$ cat src/assert_macros.svh
// Assertion helpers used by the RTL. Empty when synthesizing.
`ifndef ASSERT_MACROS_SVH
`define ASSERT_MACROS_SVH

`ifndef SYNTHESIS

// Check a property on every rising edge outside reset.
`define ASSERT_PROP(lbl, clk, rst_n, prop, msg) \
    lbl: assert property (@(posedge clk) disable iff (!(rst_n)) (prop)) else $error(msg);

// Check that a condition never holds outside reset.
`define ASSERT_NEVER(lbl, clk, rst_n, cond, msg) \
    lbl: assert property (@(posedge clk) disable iff (!(rst_n)) !(cond)) else $error(msg);

`else

`define ASSERT_PROP(lbl, clk, rst_n, prop, msg)
`define ASSERT_NEVER(lbl, clk, rst_n, cond, msg)

`endif

`endif

$ cat src/lfr_pkg.sv
`timescale 1ns / 1ps

package lfr_pkg;

    // Frame characters
    localparam logic [7:0] CH_M = 8'h4D;
    localparam logic [7:0] CH_A = 8'h41;
    localparam logic [7:0] CH_D = 8'h44;
    localparam logic [7:0] CH_W = 8'h57;
    localparam logic [7:0] CH_P = 8'h50;
    localparam logic [7:0] CH_C = 8'h43;
    localparam logic [7:0] CH_B = 8'h42;
    localparam logic [7:0] CH_S = 8'h53;
    localparam logic [7:0] CH_T = 8'h54;
    localparam logic [7:0] CH_E = 8'h45;
    localparam logic [7:0] CH_N = 8'h4E;

    // Link info payload codes
    localparam logic [7:0] INFO_LINK_UP   = 8'h01;
    localparam logic [7:0] INFO_LINK_DOWN = 8'h00;
    localparam logic [7:0] INFO_BLINK     = 8'h52;
    localparam logic [7:0] INFO_POWER_ON  = 8'h54;
    localparam logic [7:0] INFO_POWER_OFF = 8'h53;

    // Parser states
    localparam logic [2:0] PS_HUNT    = 3'd0;
    localparam logic [2:0] PS_GOT_M   = 3'd1;
    localparam logic [2:0] PS_GOT_A   = 3'd2;
    localparam logic [2:0] PS_PAYLOAD = 3'd3;
    localparam logic [2:0] PS_PANEL2  = 3'd4;

    // Frame types
    localparam logic [3:0] FT_NONE  = 4'd0;
    localparam logic [3:0] FT_PANEL = 4'd1;
    localparam logic [3:0] FT_INFO  = 4'd2;
    localparam logic [3:0] FT_RTEMP = 4'd3;
    localparam logic [3:0] FT_HOURS = 4'd4;
    localparam logic [3:0] FT_CMD   = 4'd5;
    localparam logic [3:0] FT_WIND  = 4'd6;
    localparam logic [3:0] FT_TIMER = 4'd7;
    localparam logic [3:0] FT_STEMP = 4'd8;
    localparam logic [3:0] FT_MIN   = 4'd9;
    localparam logic [3:0] FT_SEC   = 4'd10;

    // Update kinds
    localparam logic [4:0] KIND_NONE      = 5'd0;
    localparam logic [4:0] KIND_HUMIDITY  = 5'd1;
    localparam logic [4:0] KIND_PANEL_TMP = 5'd2;
    localparam logic [4:0] KIND_LINK_UP   = 5'd3;
    localparam logic [4:0] KIND_LINK_DOWN = 5'd4;
    localparam logic [4:0] KIND_BLINK     = 5'd5;
    localparam logic [4:0] KIND_POWER_ON  = 5'd6;
    localparam logic [4:0] KIND_POWER_OFF = 5'd7;
    localparam logic [4:0] KIND_INFO_UNK  = 5'd8;
    localparam logic [4:0] KIND_REAL_TMP  = 5'd9;
    localparam logic [4:0] KIND_COMMAND   = 5'd10;
    localparam logic [4:0] KIND_WIND      = 5'd11;
    localparam logic [4:0] KIND_TIMER_HRS = 5'd12;
    localparam logic [4:0] KIND_SET_TMP   = 5'd13;
    localparam logic [4:0] KIND_HOURS     = 5'd14;
    localparam logic [4:0] KIND_MINUTES   = 5'd15;
    localparam logic [4:0] KIND_SECONDS   = 5'd16;

    typedef struct packed {
        logic [2:0] parse_state;
        logic [3:0] frame_type;
        logic       decode_flag;
    } lfr_state_t;

    typedef struct packed {
        logic [4:0] update_kind;
        logic [7:0] value;
        logic       decode_ready;
    } lfr_result_t;

endpackage

$ cat src/lfr_parser.sv
`timescale 1ns / 1ps

module lfr_parser
    import lfr_pkg::*;
(
    input  logic [7:0]  rx_byte,
    input  lfr_state_t  state_cur,
    output lfr_state_t  state_next,
    output lfr_result_t res_next
);

    function automatic logic [3:0] letter_type(input logic [7:0] b);
        logic [3:0] t;
        unique case (b)
            CH_D:    t = FT_PANEL;
            CH_W:    t = FT_INFO;
            CH_P:    t = FT_RTEMP;
            CH_C:    t = FT_CMD;
            CH_B:    t = FT_HOURS;
            CH_S:    t = FT_WIND;
            CH_T:    t = FT_TIMER;
            CH_E:    t = FT_STEMP;
            CH_M:    t = FT_MIN;
            CH_N:    t = FT_SEC;
            default: t = FT_NONE;
        endcase
        return t;
    endfunction

    function automatic logic [4:0] info_kind(input logic [7:0] b);
        logic [4:0] k;
        unique case (b)
            INFO_LINK_UP:   k = KIND_LINK_UP;
            INFO_LINK_DOWN: k = KIND_LINK_DOWN;
            INFO_BLINK:     k = KIND_BLINK;
            INFO_POWER_ON:  k = KIND_POWER_ON;
            INFO_POWER_OFF: k = KIND_POWER_OFF;
            default:        k = KIND_INFO_UNK;
        endcase
        return k;
    endfunction

    logic [3:0] type_hit;

    assign type_hit = letter_type(rx_byte);

    always_comb begin
        state_next           = state_cur;
        res_next.update_kind = KIND_NONE;
        res_next.value       = 8'd0;
        unique case (state_cur.parse_state)
            PS_HUNT: begin
                if (rx_byte == CH_M) begin
                    state_next.parse_state = PS_GOT_M;
                end
            end
            PS_GOT_M: begin
                state_next.parse_state = (rx_byte == CH_A) ? PS_GOT_A : PS_HUNT;
            end
            PS_GOT_A: begin
                if (type_hit != FT_NONE) begin
                    state_next.frame_type  = type_hit;
                    state_next.parse_state = PS_PAYLOAD;
                end else begin
                    state_next.parse_state = PS_HUNT;
                end
            end
            PS_PAYLOAD: begin
                state_next.parse_state = PS_HUNT;
                res_next.value         = rx_byte;
                unique case (state_cur.frame_type)
                    FT_PANEL: begin
                        res_next.update_kind   = KIND_HUMIDITY;
                        state_next.parse_state = PS_PANEL2;
                    end
                    FT_INFO: begin
                        res_next.update_kind   = info_kind(rx_byte);
                        state_next.decode_flag = 1'b0;
                    end
                    FT_RTEMP: begin
                        res_next.update_kind   = KIND_REAL_TMP;
                        state_next.decode_flag = 1'b1;
                    end
                    FT_CMD: begin
                        res_next.update_kind   = KIND_COMMAND;
                        state_next.decode_flag = 1'b1;
                    end
                    FT_WIND: begin
                        res_next.update_kind   = KIND_WIND;
                        state_next.decode_flag = 1'b1;
                    end
                    FT_TIMER: begin
                        res_next.update_kind   = KIND_TIMER_HRS;
                        state_next.decode_flag = 1'b1;
                    end
                    FT_STEMP: begin
                        res_next.update_kind   = KIND_SET_TMP;
                        state_next.decode_flag = 1'b1;
                    end
                    FT_HOURS: begin
                        res_next.update_kind   = KIND_HOURS;
                        state_next.decode_flag = 1'b1;
                    end
                    FT_MIN: begin
                        // minutes frame leaves the stored frame type at hours
                        res_next.update_kind   = KIND_MINUTES;
                        state_next.decode_flag = 1'b1;
                        state_next.frame_type  = FT_HOURS;
                    end
                    FT_SEC: begin
                        res_next.update_kind   = KIND_SECONDS;
                        res_next.value         = rx_byte + 8'd1;
                        state_next.decode_flag = 1'b1;
                    end
                    default: begin
                        res_next.value = 8'd0;
                    end
                endcase
            end
            PS_PANEL2: begin
                state_next.parse_state = PS_HUNT;
                if (state_cur.frame_type == FT_PANEL) begin
                    res_next.update_kind   = KIND_PANEL_TMP;
                    res_next.value         = rx_byte;
                    state_next.decode_flag = 1'b1;
                end
            end
            default: begin
                state_next.parse_state = PS_HUNT;
                state_next.decode_flag = 1'b0;
            end
        endcase
        res_next.decode_ready = state_next.decode_flag;
    end

endmodule

$ cat src/link_frame_receiver_unit.sv
`timescale 1ns / 1ps
// Link frame receiver.
// Input channel s_valid / s_ready / s_rx_byte carries one received serial byte
// per request. Frames are 'M' 'A' <type> <payload>; panel-data frames ('D')
// carry two payload bytes, humidity then temperature.
// Every byte gives exactly one result request on m_valid / m_ready with
// m_update_kind, m_value and m_decode_ready (decode flag after that byte).
// Path: m_valid rises once the byte has gone through the input register,
// then the parser logic into the result register.
// Throughput: one byte per cycle while m_ready does not stall the result, set
// by the combinational parser update of the frame state register.
// Reset (aresetn low, synchronous): parser goes back to hunting for 'M',
// frame type and decode flag clear, both pipeline stages empty.
// Stall: when m_ready is low the result holds; one more byte can sit in the
// input register, after which s_ready drops until the result is taken.
`include "assert_macros.svh"

module link_frame_receiver_unit
    import lfr_pkg::*;
(
    input  logic       aclk,
    input  logic       aresetn,
    input  logic       s_valid,
    output logic       s_ready,
    input  logic [7:0] s_rx_byte,
    output logic       m_valid,
    input  logic       m_ready,
    output logic [4:0] m_update_kind,
    output logic [7:0] m_value,
    output logic       m_decode_ready
);

    logic        in_valid_reg;
    logic [7:0]  in_byte_reg;
    lfr_state_t  state_reg;
    lfr_state_t  state_next;
    lfr_result_t res_next;
    logic        m_valid_reg;
    lfr_result_t res_reg;
    logic        advance;

    assign advance = in_valid_reg && (!m_valid_reg || m_ready);
    assign s_ready = !in_valid_reg || advance;

    lfr_parser u_parser (
        .rx_byte    (in_byte_reg),
        .state_cur  (state_reg),
        .state_next (state_next),
        .res_next   (res_next)
    );

    always_ff @(posedge aclk) begin
        if (!aresetn) begin
            in_valid_reg <= 1'b0;
        end else if (s_ready) begin
            in_valid_reg <= s_valid;
        end
    end

    always_ff @(posedge aclk) begin
        if (s_valid && s_ready) begin
            in_byte_reg <= s_rx_byte;
        end
    end

    always_ff @(posedge aclk) begin
        if (!aresetn) begin
            state_reg.parse_state <= PS_HUNT;
            state_reg.frame_type  <= FT_NONE;
            state_reg.decode_flag <= 1'b0;
        end else if (advance) begin
            state_reg <= state_next;
        end
    end

    always_ff @(posedge aclk) begin
        if (!aresetn) begin
            m_valid_reg <= 1'b0;
        end else if (advance) begin
            m_valid_reg <= 1'b1;
        end else if (m_ready) begin
            m_valid_reg <= 1'b0;
        end
    end

    always_ff @(posedge aclk) begin
        if (advance) begin
            res_reg <= res_next;
        end
    end

    assign m_valid        = m_valid_reg;
    assign m_update_kind  = res_reg.update_kind;
    assign m_value        = res_reg.value;
    assign m_decode_ready = res_reg.decode_ready;

    `ASSERT_PROP(a_none_zero_value, aclk, aresetn,
        (m_valid && m_update_kind == KIND_NONE) |-> (m_value == 8'd0),
        "no-update result carries a nonzero value")
    `ASSERT_PROP(a_flag_tracks_state, aclk, aresetn,
        advance |=> (m_decode_ready == state_reg.decode_flag),
        "decode_ready differs from the stored decode flag")
    `ASSERT_PROP(a_humidity_then_panel2, aclk, aresetn,
        (advance && res_next.update_kind == KIND_HUMIDITY)
            |=> (state_reg.parse_state == PS_PANEL2),
        "humidity update not followed by second panel byte state")
    `ASSERT_PROP(a_panel2_type, aclk, aresetn,
        (state_reg.parse_state == PS_PANEL2) |-> (state_reg.frame_type == FT_PANEL),
        "second panel byte state without panel frame type")
    `ASSERT_NEVER(a_full_no_ready, aclk, aresetn,
        in_valid_reg && m_valid_reg && !m_ready && s_ready,
        "input accepted while both stages are full and stalled")

endmodule
$ cat config.mk
export PLATFORM = sky130hd
export DESIGN_NAME = link_frame_receiver_unit
export DESIGN_NICKNAME = d
export VERILOG_FILES = /design/src/lfr_pkg.sv /design/src/lfr_parser.sv /design/src/link_frame_receiver_unit.sv
export VERILOG_INCLUDE_DIRS = /design/src /design/src/src
export SDC_FILE = /design/constraint.sdc
export NUM_CORES = 1
export LEC_CHECK = 0
export BUFFER_PORTS_ARGS = -buffer_cell sky130_fd_sc_hd__clkbuf_2
export CAP_MARGIN = 20
export CORE_MARGIN = 4
export CORE_UTILIZATION = 57
export CTS_CLUSTER_SIZE = 30
export DETAILED_ROUTE_END_ITERATION = 10
export PLACE_DENSITY_LB_ADDON = 0.15
export SETUP_SLACK_MARGIN = 0.4
export SYNTH_ARGS = -nofsm -noshare
export SYNTH_HDL_FRONTEND = slang
export SYNTH_SLANG_ARGS = --single-unit
$ cat constraint.sdc
create_clock -name aclk -period 2.6 [get_ports aclk]
set_clock_uncertainty 0.1 [all_clocks]
set_input_delay 0.39 -clock aclk [delete_from_list [all_inputs] [get_ports aclk]]
set_output_delay 0.39 -clock aclk [all_outputs]
set_load 0.01 [all_outputs]
# [Word level (Yosys, flattened, before mapping)]
# Cells that the tools add are included.
[word_totals] reg_bits=32 word_cells=75
[classes] eq_ne=30 n_mux=19 n_addsub=1 reduce_logical=16
[ops] cell="$eq 8x7->1 const B" n=12
[ops] cell="$pmux 5 s10" n=1
[ops] cell="$pmux 4 s10" n=1
[ops] cell="$pmux 13 s2" n=1
[ops] cell="$pmux 4 s5" n=1
[ops] cell="$eq 4x3->1 const B" n=4
[ops] cell="$pmux 8 s2" n=1
[ops] cell="$eq 4x4->1 const B" n=3
[ops] cell="$pmux 3 s4" n=1
[ops] cell="$mux 10" n=1
[ops] cell="$reduce_or 9->1" n=1
[ops] cell="$add 8x1->8 const B" n=1
[ops] cell="$eq 4x2->1 const B" n=2
[ops] cell="$eq 8x1->1 const B" n=1
[ops] cell="$logic_not 8->1" n=1
[ops] cell="$mux 4" n=2
[ops] cell="$pmux 4 s2" n=1
[ops] cell="$reduce_or 8->1" n=1
[ops] cell="$eq 3x2->1 const B" n=2
[ops] cell="$mux 3" n=2
[ops] cell="$eq 4x1->1 const B" n=1
[ops] cell="$mux 2" n=2
[ops] cell="$ne 2x1->1 const B" n=2
[ops] cell="$reduce_and 4->1" n=1
[ops] cell="other kinds (14)" n=20

# [Longest topological paths before layout]
[logic_depth] word_depth=5 depth_mapped=8 ltp_nobuf=7

# [By module]
# From an unflattened synthesis, not the netlist that was laid out.
[hier_totals] hier_cells=224 hier_area_um2=2053.2
[modules_own_cells] mod="link_frame_receiver_unit" area_per_inst_um2=1073.5 cells_per_inst=66 instances=1
[modules_own_cells] mod="lfr_parser" area_per_inst_um2=979.7 cells_per_inst=158 instances=1

# [Worst setup path after synthesis]
# No wires, ideal clock.
[synth_timing] path_type="register to register" startpoint="reg in_byte_reg[0]" endpoint="reg state_reg[1] (netlist bit)" stages_incl_launch_ff=9 path_slack_ps=590 period_less_slack_ps=2010 t_required_ps=2381 arrival_time_ps=1790 cell_sequence="edfxtp_1 ha_1 clkbuf_1 nor2_1 nor3b_2 nor3_1 or4_1 buf_2 mux2i_1"
[synth_between] elab_chain_cells=5 elab_cells_between_ends=16
[synth_rtl] item="from (decl)" line_no="link_frame_receiver_unit.sv:34" text="logic [7:0] in_byte_reg;"
[synth_rtl] item="from (signal assigned)" line_no="link_frame_receiver_unit.sv:62" text="in_byte_reg <= s_rx_byte;"
[synth_rtl] item="$eq 8x7->1" line_no="lfr_parser.sv:14" text="unique case (b)"
[synth_rtl] item="$pmux 4 s10 *" line_no="lfr_parser.sv:14"
[synth_rtl] item="$reduce_bool 4->1" line_no="lfr_parser.sv:61" text="if (type_hit != FT_NONE) begin"
[synth_rtl] item="$ne 2x1->1 (no source line)"
[synth_rtl] item="$reduce_and 4->1 (no source line)"
[synth_rtl] item="to (signal assigned)" line_no="link_frame_receiver_unit.sv:72" text="state_reg <= state_next;"
[synth_rtl] item="to (decl)" line_no="link_frame_receiver_unit.sv:35" text="lfr_state_t state_reg;"
# Mark *: on every way between the ends. The rest lies on a longest branch, timed or not. The select of a mux whose other input is x is not followed.
# A chain may end at the register's enable or synchronous reset.

# [Final worst setup path]
[layout_timing] startpoint="reg in_byte_reg[1]" endpoint="reg state_reg[1] (netlist bit)"
# Same word-level chain as after synthesis.

==> metrics.yaml <==
synth_edf_count: 22
synth-xor-area-share_pct: 0.452
startpoint_type: "flip-flop"
synthesis.area_um2: 1940
cts_tree: "built"
min_path_type: "input pin to flip-flop"
ys_top_cells_by_area: "edfxtp_1 (34%), dfxtp_1 (10%), nand2_1 (3.9%), a21oi_1 (3.6%), nor2_1 (2.9%)"
grt_max_degree: 17
num_vias: 1789
synthMostInstantiatedCell: "edfxtp_1"
ys_warn_count: 0
core_um2: 3150
slowest_stage: "edfxtp_1"
dpl.cell_count: 271
ys.flop_type: "edfxtp_1"
fin_nets: 252
drt-total-wl_mm: 4.46
cp_cell_sequence: "inv_2 -> ha_2 -> nor2_1 -> nor3b_2 -> nor3_1 -> or4_4 -> mux2i_1"
final_max_slew_viol_count: 0
synth.distinct_cells: 53
clk_pin_slew_ns: 0.10
tns_ns: 0
arrival_ns: 2.26
grt_pass1_wl_mm: 7.29
track_usage_pct: 21.8
synthArstFlopShare_pct: 0
ys_seq_area_share_pct: 44.4
grt_pass1_vias: 1617
end_kind: "flip-flop"
intPower_uw: 701
worst_pin_slew_ns: 0.620
ys_ff_latch: 32
syn_area_per_cell_um2: 9.18
switching_share_pct: 25.0
drt_iter0_drc: 202
syn2layout_area_growth_pct: 12.5
p_switching_uw: 234
io_buffers: 27
rsz0062_at_grt: "true"
yosys.area_share.adder_pct: 2.58
place_congestion: 0.901
die-area_um2: 4390
critical_path.max_stage_delay_ns: 0.51
worst_slack_ns: 0.462
seqPwrFrac_pct: 62.5
power.share.combinational_pct: 9.3
period_share_pct: 82.2
max_slew_margin_pct: 58.6
pre_cts_ws_ns: 0.385
ir_drop_mv: 0.317
synth_top_family_by_area: "simple AND/OR/NAND/NOR gates"
hold_viol_final: 0
cts.htree.levels: 2
cts_buffers: 5
antenna_found_initial: 0
die_w_um: 66.3
via_per_inst: 6.37
yosys.area_share.simple_pct: 23.5
grt_overflow: 0
drive_gt1_share_pct: 22.8
clock-root-buffer: "clkbuf_4"
start_util_pct: 61.4
drc: 0
crit_path_max_fanout: 6
final_cells: 281
crit_type: "flip-flop to flip-flop"
hpwl_mm: 3.10
synth_nets: 227
drtPass1Iterations: 5
rows: 20
power-per-cell-area_nw_per_um2: 429
synth_cells: 211
postRouteAntennaNets: 0
crit_required_ns: 2.72
synth_common_cells: "edfxtp_1 (22), nand2_1 (20), nor2_1 (15)"
synth.top_cell.area_share_pct: 34.1
wl_per_cell_um: 15.9
synth_compound_area_share_pct: 20.2
chipHeight_um: 66.3
max_cap_viol_count: 0
max_freq_mhz: 468
insertion_delay_ns: 0.33
fin_crit_ns: 2.14
outcome: "finished, final reports clean"
cts.sinks: 32
cts_hold_buf: 0
n_antenna_cell: 0
synth_area_leader_cell: "edfxtp_1"
clkPwrFrac_pct: 28.3
yosys-mux-area-fraction_pct: 3.17
p_leak_nw: 0.812
clockBufferDepth: 2
finalSetupViolations: 0
utilization_pct: 69.1
ioPinCount: 28
-- cell type report --
| type | count | area [um^2] |
|---|---|---|
| Tap cell | 44 | 55.1 |
| Clock inverter | 1 | 3.75 |
| Sequential cell | 32 | 862 |
| Clock buffer | 7 | 45.0 |
| Fill cell | 249 | 973 |
| Inverter | 8 | 30.0 |
| Multi-Input combinational cell | 155 | 996 |
| Timing Repair Buffer | 34 | 188 |
-- final timing paths --
kind	start	cells after the start	slack, ns	end
max reg2reg	in_byte_reg[1]	7	0.46	state_reg[1]
min reg2reg	state_reg[0]	2	0.43	state_reg[0]
min	s_rx_byte[2]	1	0.13	in_byte_reg[2]
max	in_byte_reg[1]	7	0.46	state_reg[1]
-- cell usage in the layout, fill, tap and decap left out, types with 3 or more instances in the layout --
master / instances
clkbuf_4: 5
nor2b_1: 5
nor3_1: 4
nand2_1: 20
o21ai_0: 10
clkbuf_2: 27
nor2_1: 15
a41oi_1: 3
nand3_1: 10
o21ai_1: 9
nand2b_1: 4
a31oi_1: 5
o31ai_1: 3
mux2i_1: 5
inv_1: 6
ha_2: 3
dfxtp_1: 9
edfxtp_1: 22
a21oi_1: 14
buf_4: 7
nand4_1: 6
-- worst max-delay path: cells and delay by family (launching register included) --
kind                       cells  cell delay, ns
and+or+nand+nor                4            0.92
DFF                            1            0.51
adders and majority gates      1            0.24
muxes                          1            0.14
buffers and inverters          1            0.13
-- through the flow --
stage | hold WS (ns) | area, um^2 | power, mW
2_1_floorplan | 0.384 | 1940 | 0.644
3_3_place_gp | 0.399 | 2090 | 0.670
3_5_place_dp | 0.412 | 2090 | 0.675
4_1_cts | 0.117 | 2140 | 0.936
5_1_grt | 0.104 | 2180 | 0.988
6_report | 0.132 | 2180 | 0.936
-- power groups by stage --
stage	logic [mW]	clock network [mW]	registers [mW]
finish	0.0866	0.264	0.585
global route	0.0954	0.304	0.588
CTS	0.0800	0.273	0.584
detailed placement	0.0792	0	0.595
global placement	0.0765	0	0.594
floorplan	0.0563	0	0.588
-- cell families (layout without fill, tap and decap cells) --
family / count (synthesis) / after routing
fa+ha+maj: 4 / 4
mux: 6 / 6
compound gates: 62 / 62
simple gates: 82 / 82
flops: 32 / 32
buf+inv: 24 / 50
xor+xnor: 1 / 1
-- layer usage --
| layer | part of all wire (%) | wire (um) | GRT usage (%) | vias to the layer above |
|---|---|---|---|---|
| met2 | 50 | 2210 | 37.4 | 105 |
| met3 | 9.3 | 414 | 5.61 | 10 |
| met5 | 0 | 0 | 0 | - |
| met1 | 39 | 1760 | 25.6 | 829 |
| li1 | - | - | - | 845 |
| met4 | 1.8 | 78 | 9.14 | 0 |
-- repair_timing --
item | 4_1_cts | 5_1_grt
resized for setup | 1 | 8
setup endpoints to repair | 4 | 8
pin swaps | 0 | 1
gates cloned | 0 | 0
setup buffers | 0 | 2
Power figures use the tool's default switching activity.
